<file path="src/rtl/gpr_pkg.sv">
package gpr_pkg;

	// Fixed font geometry
	localparam int GLYPH_ENTRIES    = 96;
	localparam int GI_W             = $clog2(GLYPH_ENTRIES);
	localparam int BITMAP_BYTES_DEF = 16384;

	// Pixel index: 12-bit start + 31 * 4095 + 255 needs 18 bits
	localparam int PIX_W = 18;

	localparam int PADDR_W = 4;

	localparam logic [7:0] FIRST_GLYPH  = 8'h21;
	localparam logic [7:0] LAST_GLYPH   = 8'h7e;
	localparam logic [7:0] TAB_CODE     = 8'h09;
	localparam logic [7:0] TAB_SPAN     = 8'(32 << 2);
	localparam logic [7:0] SPACE_NORMAL = 8'd5;
	localparam logic [7:0] SPACE_DOUBLE = 8'd8;
	localparam logic [7:0] NIBBLE_MASK  = 8'h0f;
	localparam logic [7:0] FULL_ALPHA   = 8'hff;
	localparam logic [7:0] ADV_MAX      = 8'hff;

	localparam logic [23:0] COLOUR_RESET     = 24'hffffff;
	localparam logic [11:0] ROW_PIXELS_RESET = 12'd1024;
	localparam logic [4:0]  HEIGHT_RESET     = 5'd16;

	typedef enum logic [1:0] {
		CMD_LOAD_START  = 2'd0,
		CMD_LOAD_BITMAP = 2'd1,
		CMD_MEASURE     = 2'd2,
		CMD_RENDER      = 2'd3
	} cmd_t;

	typedef enum logic [1:0] {
		REG_COLOUR     = 2'd0,
		REG_ROW_PIXELS = 2'd1,
		REG_HEIGHT     = 2'd2
	} reg_idx_t;

	typedef struct packed {
		cmd_t        cmd;
		logic [13:0] table_index;
		logic [11:0] table_value;
		logic [7:0]  character;
		logic        double_size;
		logic [7:0]  column;
		logic [4:0]  row;
		logic [13:0] line_byte_offset;
	} in_item_t;

	typedef struct packed {
		logic [7:0] advance;
		logic       pixel_write;
		logic [7:0] pixel_byte0;
		logic [7:0] pixel_byte1;
		logic [7:0] pixel_byte2;
		logic [7:0] pixel_alpha;
	} out_item_t;

	typedef struct packed {
		logic [23:0] text_colour;
		logic [11:0] bitmap_row_pixels;
		logic [4:0]  glyph_height;
	} cfg_t;

endpackage

</file>
<file path="src/rtl/gpr_regs.sv">
module gpr_regs (
	input  logic                         clk,
	input  logic                         arst_n,
	input  logic                         psel,
	input  logic                         penable,
	input  logic                         pwrite,
	input  logic [gpr_pkg::PADDR_W-1:0]  paddr,
	input  logic [31:0]                  pwdata,
	output logic [31:0]                  prdata,
	output logic                         pready,
	output gpr_pkg::cfg_t                cfg
);

	gpr_pkg::cfg_t     cfg_q;
	gpr_pkg::reg_idx_t idx;
	logic              wr_en;

	assign pready = 1'b1;
	assign idx    = gpr_pkg::reg_idx_t'(paddr[3:2]);
	assign wr_en  = psel && penable && pwrite;
	assign cfg    = cfg_q;

	always_ff @(posedge clk or negedge arst_n) begin
		if (!arst_n) begin
			cfg_q.text_colour       <= gpr_pkg::COLOUR_RESET;
			cfg_q.bitmap_row_pixels <= gpr_pkg::ROW_PIXELS_RESET;
			cfg_q.glyph_height      <= gpr_pkg::HEIGHT_RESET;
		end else if (wr_en) begin
			unique case (idx)
				gpr_pkg::REG_COLOUR:     cfg_q.text_colour       <= pwdata[23:0];
				gpr_pkg::REG_ROW_PIXELS: cfg_q.bitmap_row_pixels <= pwdata[11:0];
				gpr_pkg::REG_HEIGHT:     cfg_q.glyph_height      <= pwdata[4:0];
				default: ;
			endcase
		end
	end

	always_comb begin
		unique case (idx)
			gpr_pkg::REG_COLOUR:     prdata = {8'd0, cfg_q.text_colour};
			gpr_pkg::REG_ROW_PIXELS: prdata = {20'd0, cfg_q.bitmap_row_pixels};
			gpr_pkg::REG_HEIGHT:     prdata = {27'd0, cfg_q.glyph_height};
			default:                 prdata = 32'd0;
		endcase
	end

endmodule

</file>
<file path="config.mk">
export PLATFORM = sky130hd
export DESIGN_NAME = gpr_regs
export DESIGN_NICKNAME = d
export VERILOG_FILES = /design/src/rtl/gpr_pkg.sv /design/src/rtl/gpr_regs.sv
export SDC_FILE = /design/constraint.sdc
export NUM_CORES = 1
export LEC_CHECK = 0
export BUFFER_PORTS_ARGS = -buffer_cell sky130_fd_sc_hd__buf_2
export CORE_MARGIN = 5
export CORE_UTILIZATION = 43
export DETAILED_ROUTE_END_ITERATION = 8
export PLACE_DENSITY = 0.8
export SLEW_MARGIN = 25
export SYNTH_ARGS = -nofsm -noshare
export SYNTH_HDL_FRONTEND = slang
export SYNTH_SLANG_ARGS = --single-unit
</file>
<file path="constraint.sdc">
create_clock -name clk -period 1.35 [get_ports clk]
set_clock_uncertainty 0.2 [all_clocks]
set_input_delay 0.2025 -clock clk [delete_from_list [all_inputs] [get_ports clk]]
set_output_delay 0.2025 -clock clk [all_outputs]
set_load 0.05 [all_outputs]
</file>
==> flow_summary_export.csv, run 1 <==
group,metric,value,unit
placement,pre_cts_ws,-0.262,ns
logic_synthesis,synth.distinct_cells,17,
placement,port_buffers,95,
logic_synthesis,yosys.area.top_type,"dfstp_2",
placement,postPlaceCellArea,2970,um^2
logic_synthesis,yosysWarnings,0,
logic_synthesis,synth_top_family_by_area,"multiplexers",
logic_synthesis,async_flop_share,1.00,
cts,clock_path_buffers,2,
logic_synthesis,ys.flop_type,"dfstp_2",
placement,dpl.hpwl,4.12,mm
run_status,haltStage,"global routing (5_1_grt)",
cts,clock-sinks,41,
cts,cts.root.buffer_cell,"clkbuf_8",
timing,timing.worst_endpoint.kind,"top-level output",
logic_synthesis,ys_seq_area_frac,0.535,
run_status,status,"aborted with a tool error",
logic_synthesis,synth_top_cell_area_share,0.346,
logic_synthesis,synthMuxAreaShare,0.294,
die,rows,24,
cts,cts_buffers,5,
die,dieHeight,77.8,um
global_route,grt_max_degree,42,
run_status,error,"[ERROR DPL-0033] detailed placement checks failed during check placement.",
logic_synthesis,synthSimpleGateAreaFrac,0.0918,
logic_synthesis,yosys.area_share.adder,0,
logic_synthesis,synth_area_leaders,"dfstp_2 35%, mux2_2 23%, dfrtp_1 19%",
logic_synthesis,syn_area_per_cell,13.4,um^2
logic_synthesis,synthCells,148,
die,ioPinCount,115,
logic_synthesis,synth-seq-cells,41,
placement,place.gp.congestion,0.793,
logic_synthesis,synth_edf_count,0,
logic_synthesis,synth.cell_area,1980,um^2
placement,dp.cells,319,
die,start_util,0.448,
logic_synthesis,synth_compound_area_frac,0.0127,
global_route,antenna_found_initial,0,
logic_synthesis,synth-xor-area-share,0,
timing,worst_endpoint,"prdata[2]",
die,die_width,77.8,um
cts,htree_levels,2,
-- Yosys cell counts (2+ instances only) --
library cell and instances:
nand2_1 5, dfstp_2 26, clkbuf_1 2, buf_2 2, buf_4 11, conb_1 2
mux2_2 41, dfrtp_1 15, o21ai_0 5, buf_6 2, nor2_1 8, mux2i_1 12
nor3b_2 2, and2_1 12
-- logic make-up after synthesis --
group,Yosys count
flops,41
other cells,2
compound gates,5
buf+inv,17
simple gates,30
mux,53
-- timing repair --
action | CTS
endpoints found under the hold margin | 82
resized for setup | 190
hold buffers | 25
buffers inserted | 10
pin swaps | 14
endpoints found under the setup margin | 59
-- through the flow --
step / util / hold WS [ns]
after floorplan: - / -0.293
after global placement: 0.673 / -0.0137
after detailed placement: 0.673 / -0.00424
after CTS: 0.921 / 0.215
==> run 2, diff against run 1 <==
--- a/config.mk
+++ b/config.mk
@@ -7,9 +7,9 @@
 export LEC_CHECK = 0
 export BUFFER_PORTS_ARGS = -buffer_cell sky130_fd_sc_hd__buf_2
 export CORE_MARGIN = 5
-export CORE_UTILIZATION = 43
+export CORE_UTILIZATION = 40
 export DETAILED_ROUTE_END_ITERATION = 8
-export PLACE_DENSITY = 0.8
+export PLACE_DENSITY_LB_ADDON = 0.15
 export SLEW_MARGIN = 25
 export SYNTH_ARGS = -nofsm -noshare
 export SYNTH_HDL_FRONTEND = slang
==> run 2 against run 1 <==
  * The flow now finishes, with violations (setup timing)
  * Synthesized cell count unchanged
  * Synthesized area unchanged
==> flow_summary_export.csv, run 2 <==
group,metric,value,unit
global_route,antenna_found_initial,1,
power,peakVddDrop,1310,uV
drt,antenna_left,0,
die,start_util,0.416,
timing,hold_violations,0,
global_route,grt_pass1_wl,10.6,mm
global_route,grt_pass1_vias,1984,
global_route,grt_max_degree,42,
timing,maxSlewViolCount,0,
cells_and_area,multiInputGateArea,1110,um^2
cells_and_area,largest_reg_flops,41,
drt,dr.pass1.iters,4,
logic_synthesis,synth.cell_area,1980,um^2
cells_and_area,final_common_cell,"buf_8",
cells_and_area,area_growth,119,%
placement,pre_cts_ws,-0.256,ns
logic_synthesis,synthCells,148,
placement,place.gp.congestion,0.722,
logic_synthesis,synth_edf_count,0,
logic_synthesis,yosys.area.top_type,"dfstp_2",
logic_synthesis,syn_area_per_cell,13.4,um^2
logic_synthesis,synthTopCellsByCount,"41 x mux2_2, 26 x dfstp_2, 15 x dfrtp_1",
setup_path,critical_path_class,"flip-flop to output pin",
timing,fin_crit_sh,1.25,
setup_path,cp.required,0.95,ns
global_route,track_usage,0.218,
cts,clk_latency,0.30,ns
timing,fin_ws,-0.332,ns
global_route,grt.overflow.total,0,
cells_and_area,fillers,173,
drt,routed_wl,8.65,mm
logic_synthesis,ys.flop_type,"dfstp_2",
setup_path,cp_max_fo,2,
logic_synthesis,ys_seq_area_frac,0.535,
cts,cts_buffers,5,
drt,first_iter_violations,66,
die,rows,25,
cells_and_area,layout.nets,369,
logic_synthesis,synth_area_leaders,"dfstp_2 35%, mux2_2 23%, dfrtp_1 19%",
cells_and_area,drive_gt1_frac,0.833,
drt,via_per_inst,4.90,
cells_and_area,final_cell_mix,"49 x buf_8, 45 x buf_6, 30 x buf_2, 28 x buf_4, 26 x dfstp_2",
cts,cts.root.buffer_cell,"clkbuf_8",
placement,port_buffers,95,
logic_synthesis,async_flop_share,1.00,
placement,postPlaceCellArea,2980,um^2
timing,fmax,595,MHz
drt,wire_per_inst,21.8,um
placement,dpl.hpwl,3.82,mm
logic_synthesis,synth_most_common_cell,"mux2_2",
cts,clock_path_buffers,2,
cts,htree_levels,2,
cells_and_area,regArea,1060,um^2
run,maxCapViolations,0,
cts,clk_pin_slew,0.08,ns
die,die_area,6450,um^2
setup_path,start_kind,"flip-flop",
die,dieHeight,80.3,um
timing,fin_crit,1.68,ns
setup_path,critical_path.endpoint_type,"output pin",
die,ioPinCount,115,
die,die_width,80.3,um
run_status,violations,"setup timing",
setup_path,reg2reg_from,"cfg[28]",
drt,drcViolationCount,0,
logic_synthesis,synth_top_cell_area_share,0.346,
hold_path,hold_class,"primary input to asynchronous set/reset pin",
logic_synthesis,yosysWarnings,0,
setup_path,reg2regPathDepth,4,
power,cellPowerDensity,1690,nW/um^2
timing,setup_viol,57,
setup_path,r2r_setup_slack,0.07,ns
logic_synthesis,synth-seq-cells,41,
logic_synthesis,synth.distinct_cells,17,
die,core-area,4750,um^2
timing,hold-worst-slack,0.202,ns
drt,num_vias,1944,
setup_path,r2r-end,"cfg[28]",
cells_and_area,postLayoutCellArea,4340,um^2
power,leakage,1.98,nW
setup_path,arrival,1.28,ns
run_status,status,"complete, but fails checks",
cts,clock-sinks,41,
cts,cts_tree,"built",
timing,rsz0062_at_grt,"yes",
-- run 2: worst max-delay path, cell delays in order, from the launching register on --
cell     delay [ns]
dfstp_2        0.56
mux2i_2        0.09
o21ai_4        0.16
buf_8          0.17
-- run 2: repair_timing --
| action | in CTS | in global routing |
|---|---|---|
| resized for setup | 197 | 29 |
| setup endpoints to repair | 65 | 64 |
| pin swaps | 13 | 0 |
| buffers inserted | 7 | 27 |
| hold endpoints to repair | 82 | 0 |
| hold buffers | 25 | 0 |
-- run 2: report_power, final --
group	switching (mW)	internal (mW)
logic	2.28	2.06
clock network	0.457	0.554
registers	0.326	1.65
-- run 2: metrics by stage --
step                std cells  TNS, ns  utilization  total power [mW]
floorplan                 155    -3.89            -              3.95
detailed placement        333   -10.83        0.628              4.69
global placement          333   -10.10        0.628              4.66
finish                    397   -10.20        0.913              7.33
CTS                       372    -8.87        0.853              6.77
global route              397   -11.96        0.913              7.56
-- run 2: layer usage --
metal / share of wire / GRT usage / vias up
met3: 0.045 / 0.0482 / 15
met5: 0 / 0 / -
met4: 0.019 / 0.0405 / 0
met1: 0.37 / 0.264 / 993
met2: 0.57 / 0.399 / 91
li1: - / - / 845
-- run 2: cells by family (layout without fill, tap and decap cells) --
family          after synthesis  in the layout  synth area share
compound gates                5              5            0.0127
buf+inv                      17            191            0.0620
flops                        41             41             0.535
mux                          53             53             0.294
other cells                   2             10           0.00380
simple gates                 30             30            0.0918
-- run 2: cell type report --
type | count | share of cell area
timing repair buffer | 183 | 0.455
multi-input combinational | 97 | 0.255
sequential | 41 | 0.244
tap | 67 | 0.0193
clock buffer | 5 | 0.0159
clock inverter | 3 | 0.0107
antenna | 1 | 0.000577
-- run 2: worst max path at each step --
stage / from / to / slack, ns / depth (start not counted)
2_1_floorplan: cfg[17] / prdata[0] / -0.24 / 2
3_3_place_gp: paddr[2] / prdata[4] / -0.23 / 5
3_5_place_dp: paddr[2] / prdata[1] / -0.26 / 5
4_1_cts: cfg[21] / prdata[4] / -0.31 / 3
5_1_grt: cfg[21] / prdata[4] / -0.36 / 3
6_report: cfg[21] / prdata[4] / -0.33 / 3
No activity file was read; power rests on OpenSTA's default activity.
==> run 3, diff against run 2 <==
--- a/config.mk
+++ b/config.mk
@@ -6,7 +6,6 @@
 export NUM_CORES = 1
 export LEC_CHECK = 0
 export BUFFER_PORTS_ARGS = -buffer_cell sky130_fd_sc_hd__buf_2
-export CORE_MARGIN = 5
 export CORE_UTILIZATION = 40
 export DETAILED_ROUTE_END_ITERATION = 8
 export PLACE_DENSITY_LB_ADDON = 0.15
==> run 3 against run 2 <==
  * The run still ends with setup timing left
  * Clock power decreased by 22%
  * Worst hold slack improved by 0.049 ns
  * Critical endpoint is now prdata[11]
  * Register-to-register slack got worse by 0.04 ns
  * Final area increased by 0.29%
  * Die area decreased by 19%
  * Sequential share of layout area about the same
  * Critical path type unchanged
  * Clock-buffer cell count increased by 1
  * Combinational power about the same
  * Cell count increased by 1.3%
  * Maximum frequency increased by 1.6%
  * Largest cell class unchanged
  * Worst setup slack improved by 0.026 ns
  * Highest routed layer unchanged
  * Wire length decreased by 8.6%
==> flow_summary_export.csv, run 3 (synthesized netlist as in run 2, its figures left out) <==
group,metric,value,unit
drt,drcViolationCount,0,
die,start_util,0.416,
placement,port_buffers,95,
timing,fin_crit_sh,1.23,
setup_path,cp_max_fo,2,
setup_path,reg2regPathDepth,4,
cells_and_area,fin_cells,402,
power,finalPower,7.14,mW
global_route,grt.overflow.total,0,
setup_path,reg2reg_from,"cfg[39]",
global_route,grt_pass1_vias,2024,
setup_path,critical_path.endpoint_type,"output pin",
timing,fin_ws,-0.306,ns
timing,maxSlewViolCount,0,
setup_path,r2r_setup_slack,0.03,ns
timing,setup_viol,59,
cells_and_area,final_cell_mix,"52 x buf_8, 41 x buf_4, 35 x buf_6, 29 x buf_2, 26 x dfstp_2",
drt,routed_wl,7.91,mm
power,p_int,4.11,mW
cts,cts_buffers,5,
timing,hold-worst-slack,0.251,ns
die,dieHeight,72.3,um
cts,cts_tree,"built",
global_route,grt_pass1_wl,10.5,mm
cells_and_area,area_growth,120,%
timing,rsz0062_at_grt,"yes",
cells_and_area,largest_reg_flops,41,
timing,hold_violations,0,
placement,dp.cells,335,
setup_path,r2r-end,"cfg[39]",
cts,clock-sinks,41,
power,leakage,1.98,nW
setup_path,arrival,1.25,ns
cells_and_area,layout.nets,374,
run,maxCapViolations,0,
power,pwr-share-seq,0.279,
cells_and_area,final_common_cell,"buf_8",
run_status,status,"complete, but fails checks",
die,rows,25,
global_route,track_usage,0.272,
die,ioPinCount,115,
setup_path,cp.required,0.95,ns
power,peakVddDrop,1190,uV
drt,wire_per_inst,19.7,um
global_route,antenna_found_initial,1,
placement,dpl.hpwl,3.50,mm
drt,num_vias,1939,
power,clkPwrFrac,0.111,
hold_path,hold_class,"primary input to asynchronous set/reset pin",
cts,clock_path_buffers,2,
setup_path,critical_path_class,"flip-flop to output pin",
global_route,grt_max_degree,42,
power,p_sw,3.03,mW
die,die_area,5230,um^2
die,core-area,4750,um^2
setup_path,start_kind,"flip-flop",
drt,via_per_inst,4.82,
power,pwr-share-comb,0.610,
cells_and_area,drive_gt1_frac,0.835,
cts,clk_latency,0.28,ns
cts,clk_pin_slew,0.10,ns
timing,fmax,604,MHz
cts,htree_levels,2,
drt,antenna_left,0,
power,swShare,0.424,
run_status,violations,"setup timing",
drt,first_iter_violations,71,
drt,dr.pass1.iters,4,
power,cellPowerDensity,1640,nW/um^2
placement,place.gp.congestion,0.771,
cells_and_area,fillers,170,
timing,fin_crit,1.66,ns
die,die_width,72.3,um
cts,cts.root.buffer_cell,"clkbuf_8",
## run 3: cell types whose count changed in the layout (fill, tap and decap cells not counted), sizes merged
cell	change
bufinv	-1
clkinvlp	-1
buf	+3
clkinv	+1
clkbuf	+3
## run 3: layout make-up
cell class / count / area (um^2) / area share
diodes: 1 / 2.50 / 0.000575
clock buffers: 6 / 72.6 / 0.0167
clock inverters: 2 / 10.0 / 0.00230
multi-input cells: 97 / 1150 / 0.264
flip-flops and latches: 41 / 1060 / 0.244
well taps: 67 / 83.8 / 0.0193
repair buffers: 188 / 1970 / 0.453
## run 3: metal layers
metal  up-vias  global-route usage  routed length [um]
met3        21              0.0472                 360
met1       971               0.300                2940
met2        90               0.534                4380
met4         0              0.0654                 234
met5         -                   0                   0
li1        857                   -                   -
## run 3: power by group through the flow
| stage | Sequential [mW] | Combinational [mW] | Clock [mW] |
|---|---|---|---|
| floorplan | 2.92 | 1.03 | 0 |
| finish | 1.99 | 4.35 | 0.792 |
| global placement | 1.85 | 2.81 | 0 |
| CTS | 1.94 | 3.89 | 0.785 |
| detailed placement | 1.85 | 2.83 | 0 |
| global route | 2.01 | 4.49 | 0.856 |
## run 3: how the worst max path moves through the flow
stage          slack, ns      from  depth (start not counted)    endpoint
2_1_floorplan      -0.24   cfg[17]                          2   prdata[0]
3_3_place_gp       -0.23  paddr[2]                          5   prdata[6]
3_5_place_dp       -0.28  paddr[2]                          5   prdata[6]
4_1_cts            -0.28   cfg[20]                          3   prdata[3]
5_1_grt            -0.33   cfg[28]                          3  prdata[11]
6_report           -0.31   cfg[28]                          3  prdata[11]
## run 3: repair_timing
| action | 4_1_cts | 5_1_grt |
|---|---|---|
| setup endpoints to repair | 59 | 65 |
| hold endpoints to repair | 81 | 0 |
| hold buffers | 25 | 0 |
| gates resized for setup | 195 | 36 |
| pin swaps | 13 | 4 |
| setup buffers | 16 | 23 |
## run 3: worst max-delay path: stages, from the launching register on
cell and delay, ns:
dfstp_2 0.57, mux2i_2 0.09, nor2_4 0.14, buf_8 0.15
## run 3: metrics by stage
| stage | instance area (um^2) | util | setup slack [ns] | TNS (ns) |
|---|---|---|---|---|
| after floorplan | 2270 | - | -0.243 | -3.89 |
| after global placement | 2990 | 0.628 | -0.229 | -9.83 |
| after detailed placement | 2990 | 0.628 | -0.284 | -10.66 |
| after CTS | 4100 | 0.863 | -0.278 | -8.20 |
| after global routing | 4350 | 0.915 | -0.329 | -11.10 |
| final | 4350 | 0.915 | -0.306 | -9.73 |
